--- src/sv/bmim_pkg.sv ---
// Shared types and constants for the beacon mesh ID matcher.
package bmim_pkg;

    localparam int MAX_FRAME_BYTES   = 4096;
    localparam int MAX_MESH_ID_BYTES = 32;
    localparam int POS_W             = 12;
    localparam int POS_CAP_INT       = (MAX_FRAME_BYTES - 1 < 4095) ? MAX_FRAME_BYTES - 1 : 4095;
    localparam logic [POS_W-1:0] POS_CAP = POS_W'(POS_CAP_INT);

    // The expected ID bank always holds 32 bytes (four 64-bit registers).
    localparam int ID_BANK_BYTES = 32;

    localparam logic [7:0] EID_MESH_ID     = 8'd114;
    localparam logic [7:0] EID_MESH_CONFIG = 8'd113;

    localparam int ELEMENTS_START = 24 + 12;
    localparam int BSSID_FIRST    = 16;
    localparam int BSSID_END      = 22;

    // Configuration register indexes.
    localparam int CFG_IDX_W = 3;
    localparam logic [CFG_IDX_W-1:0] CFG_MESH_ID_LENGTH = 3'd0;
    localparam logic [CFG_IDX_W-1:0] CFG_ID_BYTES_0_7   = 3'd1;
    localparam logic [CFG_IDX_W-1:0] CFG_ID_BYTES_8_15  = 3'd2;
    localparam logic [CFG_IDX_W-1:0] CFG_ID_BYTES_16_23 = 3'd3;
    localparam logic [CFG_IDX_W-1:0] CFG_ID_BYTES_24_31 = 3'd4;

    typedef enum logic [3:0] {
        PH_HEADER = 4'b0001,
        PH_ID     = 4'b0010,
        PH_LEN    = 4'b0100,
        PH_VALUE  = 4'b1000
    } t_phase;

    typedef struct packed {
        logic [7:0] frame_byte;
        logic       last_byte;
    } t_in_item;

    typedef struct packed {
        logic             mesh_id_found;
        logic             mesh_id_matches;
        logic             mesh_config_found;
        logic [47:0]      bssid;
        logic             bssid_valid;
        logic [POS_W-1:0] frame_length;
    } t_out_item;

    typedef struct packed {
        logic [5:0]                   mesh_id_length;
        logic [ID_BANK_BYTES*8-1:0]   mesh_id_bytes;
    } t_cfg;

endpackage

--- src/sv/beacon_mesh_id_matcher.sv ---
// Top level of the beacon mesh ID matcher: configuration bank, parser and result buffer.
//
// Feed a beacon frame one byte per transfer, with last_byte set on the final
// byte. The block captures the BSSID from frame bytes 16 to 21, skips the
// 36-byte fixed header, walks the element id/length records and reports the
// first complete Mesh ID (114) and Mesh Configuration (113) elements (the latter
// only alongside a complete Mesh ID). The Mesh ID value is checked byte by byte
// against the configured ID as it streams by; the length is checked at frame end.
// A byte can be taken in every cycle while o_stall is low. The frame result is
// loaded into the output register in the cycle after its last byte is taken when
// that register is free or being taken; when it still holds an earlier result,
// the new one waits in the skid entry until the sink takes the earlier one.
// Results leave through an output register backed by one skid entry, so input
// keeps flowing while one result waits; o_stall rises only when both entries hold
// results the sink has not taken. Write configuration only between frames, with no result pending.
module beacon_mesh_id_matcher (
    input  logic                                  i_clk,
    input  logic                                  i_rst_n,
    // byte input channel
    input  logic                                  i_valid,
    output logic                                  o_stall,
    input  bmim_pkg::t_in_item                    i_data,
    // frame result channel
    output logic                                  o_valid,
    input  logic                                  i_stall,
    output bmim_pkg::t_out_item                   o_data,
    // configuration write port
    input  logic                                  i_cfg_we,
    input  logic [bmim_pkg::CFG_IDX_W-1:0]        i_cfg_index,
    input  logic [63:0]                           i_cfg_data
);
    import bmim_pkg::*;

    t_cfg      r_cfg;
    logic      take;
    logic      res_valid;
    t_out_item res;

    logic      r_out_valid,  n_out_valid;
    t_out_item r_out,        n_out;
    logic      r_skid_valid, n_skid_valid;
    t_out_item r_skid,       n_skid;
    logic      out_take;

    // Configuration bank: plain writes, indexes past the list are ignored.
    always_ff @(posedge i_clk) begin
        if (!i_rst_n) begin
            r_cfg <= '0;
        end else if (i_cfg_we) begin
            case (i_cfg_index)
                CFG_MESH_ID_LENGTH: r_cfg.mesh_id_length        <= i_cfg_data[5:0];
                CFG_ID_BYTES_0_7:   r_cfg.mesh_id_bytes[63:0]   <= i_cfg_data;
                CFG_ID_BYTES_8_15:  r_cfg.mesh_id_bytes[127:64] <= i_cfg_data;
                CFG_ID_BYTES_16_23: r_cfg.mesh_id_bytes[191:128] <= i_cfg_data;
                CFG_ID_BYTES_24_31: r_cfg.mesh_id_bytes[255:192] <= i_cfg_data;
                default: begin
                    r_cfg <= r_cfg;
                end
            endcase
        end
    end

    // Stall input only while the skid entry is occupied; then a new result
    // always has a free slot.
    assign o_stall = r_skid_valid;
    assign take    = i_valid && !o_stall;

    bmim_parser u_parser (
        .i_clk          (i_clk),
        .i_rst_n        (i_rst_n),
        .i_take         (take),
        .i_item         (i_data),
        .i_cfg          (r_cfg),
        .o_result_valid (res_valid),
        .o_result       (res)
    );

    assign out_take = r_out_valid && !i_stall;

    // Output register plus skid: advance skid into the output when the
    // output frees up, park a new result in the skid when the output holds.
    always_comb begin
        n_out_valid  = r_out_valid;
        n_out        = r_out;
        n_skid_valid = r_skid_valid;
        n_skid       = r_skid;
        if (out_take || !r_out_valid) begin
            if (r_skid_valid) begin
                n_out_valid  = 1'b1;
                n_out        = r_skid;
                n_skid_valid = res_valid;
                n_skid       = res;
            end else begin
                n_out_valid  = res_valid;
                n_out        = res;
            end
        end else if (res_valid) begin
            n_skid_valid = 1'b1;
            n_skid       = res;
        end
    end

    always_ff @(posedge i_clk) begin
        if (!i_rst_n) begin
            r_out_valid  <= 1'b0;
            r_skid_valid <= 1'b0;
        end else begin
            r_out_valid  <= n_out_valid;
            r_skid_valid <= n_skid_valid;
        end
    end

    always_ff @(posedge i_clk) begin
        r_out  <= n_out;
        r_skid <= n_skid;
    end

    assign o_valid = r_out_valid;
    assign o_data  = r_out;

`ifndef NO_ASSERTIONS
    // The skid entry is filled only behind a held output result.
    a_skid_behind_out: assert property (@(posedge i_clk) disable iff (!i_rst_n)
        r_skid_valid |-> r_out_valid)
        else $error("skid entry valid while output register empty");

    // A taken last byte always leaves a result on the output next cycle.
    a_last_gives_result: assert property (@(posedge i_clk) disable iff (!i_rst_n)
        (i_valid && !o_stall && i_data.last_byte) |=> o_valid)
        else $error("frame end produced no result");

    // A match implies the Mesh ID element was found.
    a_match_needs_found: assert property (@(posedge i_clk) disable iff (!i_rst_n)
        (o_valid && o_data.mesh_id_matches) |-> o_data.mesh_id_found)
        else $error("mesh ID match without mesh ID element");

    // BSSID validity follows the reported frame length.
    a_bssid_by_length: assert property (@(posedge i_clk) disable iff (!i_rst_n)
        o_valid |-> (o_data.bssid_valid == (o_data.frame_length >= POS_W'(BSSID_END))))
        else $error("bssid_valid disagrees with frame_length");
`endif

endmodule

--- src/sv/bmim_parser.sv ---
// Per-frame element walker: holds parse state, compares Mesh ID bytes, forms the frame result.
module bmim_parser (
    input  logic                i_clk,
    input  logic                i_rst_n,
    input  logic                i_take,
    input  bmim_pkg::t_in_item  i_item,
    input  bmim_pkg::t_cfg      i_cfg,
    output logic                o_result_valid,
    output bmim_pkg::t_out_item o_result
);
    import bmim_pkg::*;

    logic [POS_W-1:0] r_pos,        n_pos;
    t_phase           r_phase,      n_phase;
    logic [7:0]       r_elem_id,    n_elem_id;
    logic [7:0]       r_left,       n_left;
    logic             r_mesh_open,  n_mesh_open;
    logic             r_mesh_done,  n_mesh_done;
    logic [7:0]       r_mesh_len,   n_mesh_len;
    logic             r_mesh_equal, n_mesh_equal;
    logic             r_conf_open,  n_conf_open;
    logic             r_conf_done,  n_conf_done;
    logic [47:0]      r_bssid,      n_bssid;

    // Values after walking the current byte, before any end-of-frame clear.
    logic [POS_W-1:0] walk_pos;
    t_phase           walk_phase;
    logic [7:0]       walk_elem_id;
    logic [7:0]       walk_left;
    logic             walk_mesh_open;
    logic             walk_mesh_done;
    logic [7:0]       walk_mesh_len;
    logic             walk_mesh_equal;
    logic             walk_conf_open;
    logic             walk_conf_done;
    logic [47:0]      walk_bssid;

    logic [7:0] b;
    logic [7:0] k;
    logic [7:0] expected;
    logic [7:0] left_dec;
    logic       bvalid;

    assign b        = i_item.frame_byte;
    assign k        = r_mesh_len - r_left;
    assign expected = i_cfg.mesh_id_bytes[{k[4:0], 3'b000} +: 8];
    assign left_dec = r_left - 8'd1;

    always_comb begin
        walk_pos        = (r_pos < POS_CAP) ? r_pos + POS_W'(1) : r_pos;
        walk_phase      = r_phase;
        walk_elem_id    = r_elem_id;
        walk_left       = r_left;
        walk_mesh_open  = r_mesh_open;
        walk_mesh_done  = r_mesh_done;
        walk_mesh_len   = r_mesh_len;
        walk_mesh_equal = r_mesh_equal;
        walk_conf_open  = r_conf_open;
        walk_conf_done  = r_conf_done;
        walk_bssid      = r_bssid;

        if (r_pos >= POS_W'(BSSID_FIRST) && r_pos < POS_W'(BSSID_END)) begin
            walk_bssid = {r_bssid[39:0], b};
        end

        case (r_phase)
            PH_HEADER: begin
                if (r_pos >= POS_W'(ELEMENTS_START - 1)) begin
                    walk_phase = PH_ID;
                end
            end
            PH_ID: begin
                walk_elem_id = b;
                walk_phase   = PH_LEN;
            end
            PH_LEN: begin
                if (r_elem_id == EID_MESH_ID && !r_mesh_open && !r_mesh_done) begin
                    walk_mesh_len   = b;
                    walk_mesh_equal = 1'b1;
                    if (b == 8'd0) walk_mesh_done = 1'b1;
                    else           walk_mesh_open = 1'b1;
                end else if (r_elem_id == EID_MESH_CONFIG && !r_conf_open && !r_conf_done) begin
                    if (b == 8'd0) walk_conf_done = 1'b1;
                    else           walk_conf_open = 1'b1;
                end
                walk_left  = b;
                walk_phase = (b == 8'd0) ? PH_ID : PH_VALUE;
            end
            PH_VALUE: begin
                if (r_mesh_open) begin
                    if (k >= 8'(MAX_MESH_ID_BYTES) || k >= 8'(ID_BANK_BYTES) || expected != b) begin
                        walk_mesh_equal = 1'b0;
                    end
                end
                walk_left = left_dec;
                if (left_dec == 8'd0) begin
                    // Close whichever tracked element ends on this byte.
                    if (r_mesh_open) begin
                        walk_mesh_open = 1'b0;
                        walk_mesh_done = 1'b1;
                    end
                    if (r_conf_open) begin
                        walk_conf_open = 1'b0;
                        walk_conf_done = 1'b1;
                    end
                    walk_phase = PH_ID;
                end
            end
            default: begin
                walk_phase = r_phase;
            end
        endcase
    end

    assign bvalid = walk_pos >= POS_W'(BSSID_END);

    always_comb begin
        o_result_valid             = i_take && i_item.last_byte;
        o_result.mesh_id_found     = walk_mesh_done;
        o_result.mesh_id_matches   = walk_mesh_done && walk_mesh_equal
                                     && ({1'b0, i_cfg.mesh_id_length} <= 7'(MAX_MESH_ID_BYTES))
                                     && (walk_mesh_len == {2'b00, i_cfg.mesh_id_length});
        o_result.mesh_config_found = walk_mesh_done && walk_conf_done;
        o_result.bssid             = bvalid ? walk_bssid : 48'd0;
        o_result.bssid_valid       = bvalid;
        o_result.frame_length      = walk_pos;
    end

    always_comb begin
        n_pos        = r_pos;
        n_phase      = r_phase;
        n_elem_id    = r_elem_id;
        n_left       = r_left;
        n_mesh_open  = r_mesh_open;
        n_mesh_done  = r_mesh_done;
        n_mesh_len   = r_mesh_len;
        n_mesh_equal = r_mesh_equal;
        n_conf_open  = r_conf_open;
        n_conf_done  = r_conf_done;
        n_bssid      = r_bssid;
        if (i_take) begin
            if (i_item.last_byte) begin
                // Frame done: drop all per-frame state.
                n_pos        = '0;
                n_phase      = PH_HEADER;
                n_elem_id    = '0;
                n_left       = '0;
                n_mesh_open  = 1'b0;
                n_mesh_done  = 1'b0;
                n_mesh_len   = '0;
                n_mesh_equal = 1'b1;
                n_conf_open  = 1'b0;
                n_conf_done  = 1'b0;
                n_bssid      = '0;
            end else begin
                n_pos        = walk_pos;
                n_phase      = walk_phase;
                n_elem_id    = walk_elem_id;
                n_left       = walk_left;
                n_mesh_open  = walk_mesh_open;
                n_mesh_done  = walk_mesh_done;
                n_mesh_len   = walk_mesh_len;
                n_mesh_equal = walk_mesh_equal;
                n_conf_open  = walk_conf_open;
                n_conf_done  = walk_conf_done;
                n_bssid      = walk_bssid;
            end
        end
    end

    always_ff @(posedge i_clk) begin
        if (!i_rst_n) begin
            r_pos        <= '0;
            r_phase      <= PH_HEADER;
            r_elem_id    <= '0;
            r_left       <= '0;
            r_mesh_open  <= 1'b0;
            r_mesh_done  <= 1'b0;
            r_mesh_len   <= '0;
            r_mesh_equal <= 1'b1;
            r_conf_open  <= 1'b0;
            r_conf_done  <= 1'b0;
            r_bssid      <= '0;
        end else begin
            r_pos        <= n_pos;
            r_phase      <= n_phase;
            r_elem_id    <= n_elem_id;
            r_left       <= n_left;
            r_mesh_open  <= n_mesh_open;
            r_mesh_done  <= n_mesh_done;
            r_mesh_len   <= n_mesh_len;
            r_mesh_equal <= n_mesh_equal;
            r_conf_open  <= n_conf_open;
            r_conf_done  <= n_conf_done;
            r_bssid      <= n_bssid;
        end
    end

endmodule

--- config.mk ---
export PLATFORM = sky130hd
export DESIGN_NAME = beacon_mesh_id_matcher
export DESIGN_NICKNAME = d
export VERILOG_FILES = /design/src/sv/bmim_pkg.sv /design/src/sv/beacon_mesh_id_matcher.sv /design/src/sv/bmim_parser.sv
export SDC_FILE = /design/constraint.sdc
export NUM_CORES = 1
export LEC_CHECK = 0
export ABC_AREA = 1
export BUFFER_PORTS_ARGS = -buffer_cell sky130_fd_sc_hd__buf_4
export CAP_MARGIN = 20
export CORE_UTILIZATION = 55
export DETAILED_ROUTE_END_ITERATION = 8
export GPL_TIMING_DRIVEN = 0
export PLACE_DENSITY_LB_ADDON = 0.1
export SYNTH_ARGS = -nofsm -noshare
export SYNTH_HDL_FRONTEND = slang
export SYNTH_SLANG_ARGS = --single-unit
--- constraint.sdc ---
create_clock -name i_clk -period 8.8 [get_ports i_clk]
set_input_delay 1.76 -clock i_clk [delete_from_list [all_inputs] [get_ports i_clk]]
set_output_delay 1.76 -clock i_clk [all_outputs]
set_load 0.01 [all_outputs]
# Yosys cells after proc, flatten, opt, wreduce, memory -nomap -nowiden
# Index checks and enable logic that the tools add are counted.
# totals
romBits	0
word_cells	151
memories	0
latchBits	0
ramBits	0
input_bits	81
reg_bits	485
# classes
div_mod_pow	0
bitwise	0
eq_ne	19
shift	1
order_cmp	7
addsub	3
multipliers	0
mux	52
n_reduce_logical	39
# op_table
operator	count
64-bit 2-to-1 mux	4
256-bit by 9-bit variable part select with 8-bit output	1
48-bit 2-to-1 mux	3
8-bit 2-to-1 mux	6
1-bit 2-to-1 mux	26
12-bit by 5-bit greater-or-equal comparator with 1-bit output (second input constant)	2
12-bit 2-to-1 mux	2
8-bit by 7-bit equality test with 1-bit output (second input constant)	2
8-bit zero test	2
4-bit 2-to-1 mux	4
4-bit one-hot mux with 4 select lines	1
8-bit one-hot mux with 2 select lines	1
2-bit AND reduction	8
12-bit by 1-bit adder with 12-bit output (second input constant)	1
12-bit by 6-bit greater-or-equal comparator with 1-bit output (second input constant)	1
1-bit logical AND	12
12-bit less-than comparator (second input constant)	1
12-bit by 5-bit less-than comparator with 1-bit output (second input constant)	1
3-bit by 2-bit inequality test with 1-bit output (second input constant)	4
1-bit one-hot mux with 2 select lines	5
8-bit by 6-bit equality test with 1-bit output	1
8-bit by 6-bit greater-or-equal comparator with 1-bit output (second input constant)	1
8-bit inequality test	1
8-bit by 1-bit subtractor with 8-bit output (second input constant)	1
20 further kinds	30

# Longest topological paths before layout
# logic_depth
word_depth	12
mapped_depth	22
mapped_depth_nobuf	21

# Hierarchy
# Synthesis repeated with hierarchy kept, for this count alone.
# unflattened
cells_unflattened	3453
hier_area_um2	23455.0
# by_module_without_submodules
mod	n_inst	cells_each	area_per_inst_um2	seq_area_each_um2
beacon_mesh_id_matcher	1	1848	15073.2	9128.8
bmim_parser	1	1605	8381.8	1861.8

# Worst setup path after synthesis
# Ideal clock, no wire load.
# synth_path
path_kind	input-to-reg
start	input i_stall
end	register r_skid[0] (netlist name) (enable)
t_required_ns	8.226
setup_time_ns	0.574
slack_ns	0.280
path_stages	2
arrival_ns	7.946
path_cell_list	nand2_1 -> o21ai_0
# synth_via
elab_chain_len	5
# synth_lines
element	line	text
start: declaration	beacon_mesh_id_matcher.sv:25	input logic i_stall,
1-bit zero test (*)	beacon_mesh_id_matcher.sv:78	assign out_take = r_out_valid && !i_stall;
1-bit logical AND (*)	beacon_mesh_id_matcher.sv:78	
1-bit logical OR (*)	beacon_mesh_id_matcher.sv:87	if (out_take || !r_out_valid) begin
2-bit inequality test (no line) / 2-bit nonzero test (equally long branches)	-	
2-bit AND reduction (no line) (*)	-	
end signal: assignment	beacon_mesh_id_matcher.sv:115	r_skid <= n_skid;
end: declaration	beacon_mesh_id_matcher.sv:42	t_out_item r_skid, n_skid;
# Mark *: on every way between the ends. The rest lies on a longest branch, timed or not.
# A chain may end at the register's enable or synchronous reset.

# Final worst setup path
# layout_path
start	register u_parser.r_mesh_len[0]
end	register r_out, in the netlist o_data[62] (data pin)
# layout_via
elab_chain_len	11
# layout_lines
element	line	text
start: declaration	bmim_parser.sv:19	logic [7:0] r_mesh_len, n_mesh_len;
start signal: assignment	bmim_parser.sv:191	r_mesh_len <= n_mesh_len;
8-bit subtractor	bmim_parser.sv:45	assign k = r_mesh_len - r_left;
256-bit by 9-bit variable part select with 8-bit output	bmim_parser.sv:46	assign expected = i_cfg.mesh_id_bytes[{k[4:0], 3'b000} +: 8];
8-bit inequality test	bmim_parser.sv:91	if (k >= 8'(MAX_MESH_ID_BYTES) || k >= 8'(ID_BANK_BYTES) || expected != b) begin
1-bit logical OR	bmim_parser.sv:91	
1-bit 2-to-1 mux	bmim_parser.sv:91	
1-bit 2-to-1 mux	bmim_parser.sv:90	if (r_mesh_open) begin
1-bit one-hot mux with 2 select lines	bmim_parser.sv:66	case (r_phase)
1-bit logical AND	bmim_parser.sv:120	o_result.mesh_id_matches = walk_mesh_done && walk_mesh_equal
1-bit logical AND	bmim_parser.sv:121	&& ({1'b0, i_cfg.mesh_id_length} <= 7'(MAX_MESH_ID_BYTES))
1-bit logical AND (*)	bmim_parser.sv:122	&& (walk_mesh_len == {2'b00, i_cfg.mesh_id_length});
64-bit 2-to-1 mux (*)	beacon_mesh_id_matcher.sv:88	if (r_skid_valid) begin
end signal: assignment	beacon_mesh_id_matcher.sv:114	r_out <= n_out;
end: declaration	beacon_mesh_id_matcher.sv:40	t_out_item r_out, n_out;
# Marked as above.

==> flow_summary.toml <==
[run_status]
outcome = "complete, no violations"

[logic_synthesis]
yosysMostFrequentCell = "nand2_1"
netlist_area_um2 = 22000
yosys-top-cells-area = "dfxtp_1 (32%), edfxtp_1 (17%), nand2_1 (13%)"
yosysUniqueCellTypes = 44
synth-seq-cells = 485
synth.top_cells.by_count = "nand2_1 (759), nor2_1 (417), dfxtp_1 (357)"
synth_fp_nets = 3090
synth_top_area_frac = 0.325
yosysSeqAreaShare = 0.500
synth_ff_type = "dfxtp_1"
synth_edf_count = 128
async_reset_ff_frac = 0
yosysWarningCount = 0
syn_area_per_cell_um2 = 7.34
syn-instance-count = 2996
yosysTopAreaCell = "dfxtp_1"

[layout]
final_layout_size_suffix_gt1_frac = 0.0903
fillers = 3483
final_core_util = 0.652
diodes = 0
fin_nets = 3288
layoutNonFillerInstCount = 3753
area_delta_synth_final_pct = 15.7

[clocking]
path_clk_slew_ps = 60
ctsHoldBuffers = 0
htreeDepth = 2
cts_made_buffers = 49
clk_latency_ps = 610
postCtsSetupBuffers = 0
clockBufferDepth = 3
cts_resized = 0
cts-root-buf = "clkbuf_16"
cts_tree = "done"
cts_sinks = 485

[worst_setup_path]
path_class = "reg2reg"
cp.required_ps = 9240
endpoint_kind = "flip-flop"
worstPathArrival_ps = 4800
critPathLaunchType = "flip-flop"
crit_fanout = 10

[placed_design]
dpl.hpwl_mm = 56.4
gp_congestion = 0.973
placed_cells = 3661
io_buffers = 145

[drt]
drt_iter0_markers = 2318
postRouteAntennaNets = 0
firstDrtPassIters = 6
wl_mm = 76.9
vias = 21300
via_per_inst = 5.69
wl_per_cell_um = 20.5
drc = 0

[die]
die_h_um = 202
dieArea_um2 = 40800
start_util = 0.564
row_count = 72
die_width_um = 202
core-area_um2 = 39000
io-pin-count = 147

[global_route]
grt-ovfl-total = 0
grt_usage = 0.375
grt_pass1_vias = 19900
antenna_found_initial = 0
grt_start_max_net_pins = 69
grt_pass1_wl_mm = 115

[sta]
fin_crit_ps = 4360
setup_viol = 0
relSlewSlack = 0.286
rsz0062_at_grt = "no"
finalHoldViolations = 0
tightest_slew_ps = 1070
drv_slew = 0
clock.fmax_mhz = 229
post-route-period-util = 0.495
fin_skew_ps = 11.5

[power]
p_int_w = 0.00376
p_sw_frac = 0.275
cellLeakagePower_nw = 10.7
clkPwrFrac = 0.415
peakVddDrop_mv = 0.160
p_sw_w = 0.00142
comb_power_share = 0.127
seqPwrFrac = 0.458
p_per_area_nw_per_um2 = 204

[run]
maxCapViolations = 0

[min_path]
hold_class = "reg2reg"
[stage by stage]
stage               total power, W  hold WS (ps)  setup TNS (ps)  cell area, um^2  setup slack (ps)
floorplan                  0.00276           424               0            22000               280
global placement           0.00305           433         -158170            23700             -2480
detailed placement         0.00305           437               0            23800              4570
CTS                        0.00516           447               0            25400              4530
global route               0.00532           469               0            25400              4140
finish                     0.00518           448               0            25400              4440
[kinds of logic (layout without fill, tap and decap cells)]
family | count (synthesis) | count (layout) | share of synthesized area
adders and majority gates | 13 | 13 | 0.00774
buffers and inverters | 430 | 669 | 0.0752
AOI/OAI and AO/OA | 557 | 557 | 0.131
muxes | 8 | 8 | 0.00410
and+or+nand+nor | 1481 | 1481 | 0.274
DFF | 485 | 485 | 0.500
xor gates and xnor gates | 22 | 22 | 0.00876
[worst paths after layout]
path / startpoint / end / slack [ps] / depth (start not counted)
max: u_parser.r_mesh_len[0] / o_data[62] / 4440 / 19
min: r_cfg[134] / r_cfg[134] / 450 / 2
max reg2reg: u_parser.r_mesh_len[0] / o_data[62] / 4440 / 19
min reg2reg: r_cfg[134] / r_cfg[134] / 450 / 2
[metal layers]
| metal | share of wire | vias to the layer above | wire [um] | global-route usage |
|---|---|---|---|---|
| met3 | 0.094 | 260 | 7190 | 0.0777 |
| met4 | 0.069 | 0 | 5320 | 0.241 |
| met2 | 0.46 | 1099 | 35300 | 0.612 |
| li1 | - | 10100 | - | - |
| met1 | 0.38 | 9854 | 29100 | 0.451 |
| met5 | 0 | - | 0 | 0 |
[flip-flops by register name (all words and copies together), names as in the netlist]
name and flops:
o_data 64, o_stall 1, o_valid 1, r_cfg 262, r_skid 64, u_parser.r_bssid 48
u_parser.r_conf_done 1, u_parser.r_conf_open 1, u_parser.r_elem_id 8, u_parser.r_left 8, u_parser.r_mesh_done 1, u_parser.r_mesh_equal 1
u_parser.r_mesh_len 8, u_parser.r_mesh_open 1, u_parser.r_phase 4, u_parser.r_pos 12
[power by group through the flow]
stage	clock network (W)	logic, W	registers [W]
after floorplan	0	0.000346	0.00242
after global placement	0	0.000626	0.00242
after detailed placement	0	0.000632	0.00242
after CTS	0.00215	0.000635	0.00237
after global routing	0.00225	0.000701	0.00238
final	0.00215	0.000657	0.00237
[layout by cell type, fill, tap and decap left out, types with 7 or more instances in the layout]
master,netlist,final
edfxtp_1,128,128
clkbuf_1,157,166
nor2_1,417,417
nor3_1,10,10
mux2_2,8,8
xor2_1,18,18
inv_2,20,20
a31oi_1,7,7
buf_2,17,17
dfxtp_1,357,357
clkbuf_16,0,49
nand4_1,9,9
buf_4,1,146
o211ai_1,7,7
ha_1,12,12
o21ai_0,319,318
inv_1,218,218
nand2_1,759,758
a21oi_1,200,200
nand3_1,263,263
clkinv_2,0,14
buf_1,14,14
[layout make-up]
| cell class | count | area [um^2] | share of cell area |
|---|---|---|---|
| clock buffer | 61 | 1300 | 0.0512 |
| buffer | 191 | 757 | 0.0298 |
| tap | 518 | 648 | 0.0255 |
| inverter | 239 | 897 | 0.0353 |
| multi-input combinational | 2081 | 9370 | 0.368 |
| timing repair buffer | 147 | 1140 | 0.0447 |
| clock inverter | 31 | 338 | 0.0133 |
| sequential | 485 | 11000 | 0.432 |
[worst max-delay path: stages, from the launching register on]
cell and delay [ps]:
dfxtp_1 330, inv_1 80, ha_1 220, fa_1 610, clkbuf_1 560, buf_1 720
nand3_1 330, nand3_1 190, nand2_1 60, nand2_1 80, nand3_1 130, nand3_1 130
nand2_1 50, nor2_1 110, nand2_1 60, nor2_1 80, nand2_1 60, nand2_1 90
nand3_1 100, a21oi_1 180
No activity file was read; power rests on OpenSTA's default activity.
